File: config.mk
export PLATFORM = sky130hd
export DESIGN_NAME = lu_ram
export DESIGN_NICKNAME = d
export VERILOG_FILES = /design/src/lu_ram.sv
export SDC_FILE = /design/constraint.sdc
export NUM_CORES = 2
export LEC_CHECK = 0
export ABC_AREA = 1
export BUFFER_PORTS_ARGS = -buffer_cell sky130_fd_sc_hd__buf_2
export CAP_MARGIN = 0
export CORE_MARGIN = 2
export CORE_UTILIZATION = 50
export DETAILED_ROUTE_END_ITERATION = 16
export PLACE_DENSITY = 0.68
export REMOVE_ABC_BUFFERS = 1
export SLEW_MARGIN = 20
export SYNTH_ARGS = -nofsm -noshare
export SYNTH_HDL_FRONTEND = slang
export SYNTH_SLANG_ARGS = --single-unit
File: constraint.sdc
create_clock -name i_clk -period 5.55 [get_ports i_clk]
set_input_delay 1.11 -clock i_clk [delete_from_list [all_inputs] [get_ports i_clk]]
set_output_delay 1.11 -clock i_clk [all_outputs]
set_load 0.05 [all_outputs]
File: src/lu_ram.sv
// Generic single-port-write, single-port-read RAM with registered read data.
`default_nettype none
module lu_ram #(
    parameter int WIDTH = 32,
    parameter int DEPTH = 72
) (
    input  wire logic                     i_clk,
    input  wire logic                     i_we,
    input  wire logic [$clog2(DEPTH)-1:0] i_waddr,
    input  wire logic [WIDTH-1:0]         i_wdata,
    input  wire logic [$clog2(DEPTH)-1:0] i_raddr,
    output logic      [WIDTH-1:0]         o_rdata
);
    logic [WIDTH-1:0] r_mem [DEPTH];
    always_ff @(posedge i_clk) begin
        if (i_we) begin
            r_mem[i_waddr] <= i_wdata;
        end
        o_rdata <= r_mem[i_raddr];
    end
endmodule
`default_nettype wire
* After elaboration in Yosys (flattened, before gate mapping)
Memories as Yosys holds them, arrays and structs flattened. A register that Yosys moved wholly into a read port is not among the register bits.
Index checks and enable logic that the tools add are counted.
** Storage, ports and cells
- Register bits :: 0
- RAM bits :: 2304
- Input port bits :: 48
- Logic and storage cells :: 3
- Memories :: 1
** Cells by class
- Multiplexer cells :: 2
** Memories
- r_mem :: words 72, bits a word 32, read ports 1, clocked after memory_dff 1, write ports 1, line 14 : logic [WIDTH-1:0] r_mem [DEPTH];
** Operators with widths (count)
- two-way mux 1 bit :: 2

* Depth between registers and ports, before layout
- Word-level depth :: 2
- Gate-level depth with buffers :: 15
- Gate-level depth less buffers :: 11

* Least setup slack after synthesis
No wires, ideal clock.
- Path kind :: input to register
- From :: input port i_we
- To :: memory r_mem[24][0], enable pin
- Setup time :: 0.502 ns
- Arrival :: 4.715 ns
- Required time :: 5.048 ns
- Path slack :: 0.333 ns
- Stages on the path :: 3
- Cell sequence :: clkbuf_1 > nand3_1 > nor4_1
** Between the ends
- Word-level cells in the longest chain between the ends :: 2
** Ends and longest elaborated chain
- start, declared :: line 8 : input wire logic i_we,
- two-way mux 1 bit :: line 16 : if (i_we) begin
- two-way mux 1 bit (implied by the code) :: line 17 : r_mem[i_waddr] <= i_wdata;
- end, declared :: line 14
No other way between the ends.

==> out/results.tsv <==
metric	value	unit
global-route wire length before repair	394	mm
Final min period	3.53	ns
global placer's final weighted congestion	0.868	
CP delay by family, top	buffers and inverters	
die width	437	um
area share of the leading cell type in the synthesized netlist	73.8	%
Final #Nets	7797	
commonest non-fill, non-tap cell in the layout	nand2_1	
first-pass iteration count of the detailed router	6	
clock share of power	40.8	%
f_max	283	MHz
Leakage	36.9	nW
Slew Viols, Final	0	
Port Buffer Count	79	
Core Area	0.186	mm2
Pwr per Cell Area	355	mW/mm2
RSZ-0062 raised after global routing	no	
Required @ worst endpoint	6.28	ns
Crit Path Max Fanout	157	
Final Hold Fails	0	
Reg power frac	52.7	%
Peak VDD IR	311	uV
combinational share of power	6.5	%
Largest stage delay, worst path	0.42	ns
die footprint	0.191	mm2
most used cell along the critical path	nand2_1	
Net Sw Power	8.50	mW
Synth Instances	7743	
top post-synthesis cells by area	edfxtp_1 74%, nand2_1 11%, nand3_1 9.0%, buf_2 1.3%, nor2_1 0.78%	
sw frac	22.9	%
vias per inst	5.96	
I/O Pins	80	
Hold-fix buffers, CTS	0	
post-CTS setup buffers	0	
Residual DRC	0	
Layout area overhead	11.2	%
Total Power	37.1	mW
via count	62200	
initial antenna violation count	19	
CTS max path bufs	3	
Seq/Total Area, Yosys	74.5	%
endpoints failing setup	0	
max_cap viols	0	
CTS H-tree lvls	4	
Post-CTS Resized	0	
Ys Warns	0	
worst skew pair latency	0.85	ns
Critical Path End Type	register	
CTS tree	done	
clock sink total	2336	
Hold Slack	0.524	ns
most frequent cells in the layout	2754 x nand2_1, 2304 x edfxtp_1, 1687 x nand3_1	
Hold Path Class	input pin to register	
vias in the first global route	59537	
Synth Register Bits	2336	
fin crit share	63.6	%
Row Count	158	
share of cells above drive strength 1	8.60	%
crit start category	input pin	
Yosys cell types	24	
Worst-Margin Slew	1.22	ns
CP max stage cell	buf_4	
Crit Path Class	input pin to register	
post-synth top area cell	edfxtp_1	
Initial Util	50.5	%
Buf/Inv on CP	4	
Max-slew headroom	18.7	%
DRT iter0 DRCs	9168	
Critical Path AT	4.26	ns
crit-path cells	buf_8 -> inv_16 -> buf_16 -> buf_4 -> nand2_1 -> nand3_1 -> nand3_1 -> nand2_1 -> nand2_1 -> nand2_1 -> nand2_1 -> nand3_1 -> nand3_1 -> nand2_1	
final non-filler cell total	10428	
skew final	0.0322	ns
wirelength, routed	270	mm
Pint	28.6	mW
Num CTS Buffers	222	
synthesized area per cell	12.1	um2
Final ANT Viol Nets	0	
largest net degree at the start of global routing	239	
Post-Syn Area	0.0938	mm2
Clk pin slew, worst setup/hold paths	0.06	ns
die height	437	um
hpwl dp	144	mm
post-DR wirelength/cell	25.9	um
DP Cell Count	10004	
CTS Root Cell	clkbuf_16	
Congestion Overflow GR	0	
global-route usage over all layers	27.9	%
status	complete, no violations	
-- synth_stat cells (all sizes together) --
library cell / n
o211ai: 22
nor4: 6
nor3: 4
o21bai: 10
nand2: 2754
dfxtp: 32
nand3: 1687
o221ai: 22
nand4: 6
clkinv: 1
buf: 407
o21ai: 138
clkbuf: 97
inv: 15
edfxtp: 2304
nor2: 196
o22ai: 42
-- power by group through the flow --
stage          Clock, mW  Combinational (mW)  Sequential [mW]
6_report            15.1                2.41             19.5
5_1_grt             15.9                2.58             19.5
4_1_cts             15.2                2.37             19.5
3_5_place_dp           0                2.36             19.9
3_3_place_gp           0                2.33             19.9
2_1_floorplan          0                1.06             20.0
-- layout make-up --
type	count	area, um2
Sequential cell	2336	69800
Multi-Input combinational cell	4887	21500
Timing Repair Buffer	286	2480
Clock buffer	275	5860
Clock inverter	141	1340
Inverter	16	106
Fill cell	15019	81600
Antenna cell	7	17.5
Tap cell	2480	3100
-- stage by stage --
| stage | setup TNS (ns) | setup WS [ns] | util, % | cell area (um2) |
|---|---|---|---|---|
| detailed placement | 0 | 1.45 | 52.2 | 97000 |
| global placement | 0 | 1.47 | 52.2 | 97000 |
| floorplan | -55.06 | -1.76 | - | 90900 |
| CTS | 0 | 2.36 | 56.1 | 104000 |
| global route | 0 | 1.99 | 56.1 | 104000 |
| finish | 0 | 2.02 | 56.1 | 104000 |
-- flip-flops by register name, summed over array words and instances, names as in the netlist --
register,cells
o_rdata,32
r_mem,2304
-- worst paths after layout --
path | from | endpoint | slack [ns] | cells past startpoint
max reg2reg | r_mem[63][22]$_DFFE_PP_ | o_rdata[22]$_DFF_P_ | 3.58 | 10
min | i_wdata[22] | r_mem[18][22]$_DFFE_PP_ | 0.52 | 1
max | i_raddr[0] | o_rdata[23]$_DFF_P_ | 2.02 | 14
min reg2reg | r_mem[68][30]$_DFFE_PP_ | o_rdata[30]$_DFF_P_ | 0.66 | 4
-- kinds of logic (layout without fill, tap and decap cells) --
kind of cell	after synthesis	after routing	synth area share (%)
buffers and inverters	520	718	3.13
DFF	2336	2336	74.5
AOI/OAI and AO/OA	234	234	1.48
other	0	7	0
and+or+nand+nor	4653	4653	20.9
-- per-layer routing --
| metal | up-vias | global-route usage [%] | part of all wire, % | wire [um] |
|---|---|---|---|---|
| met1 | 30525 | 39.0 | 39 | 105000 |
| li1 | 27438 | - | - | - |
| met4 | 6 | 12.3 | 4.6 | 12400 |
| met5 | - | 0 | 0.014 | 39 |
| met3 | 523 | 4.99 | 11 | 29600 |
| met2 | 3708 | 42.9 | 46 | 123000 |
Note: power is estimated with default switching activity, not from simulation.
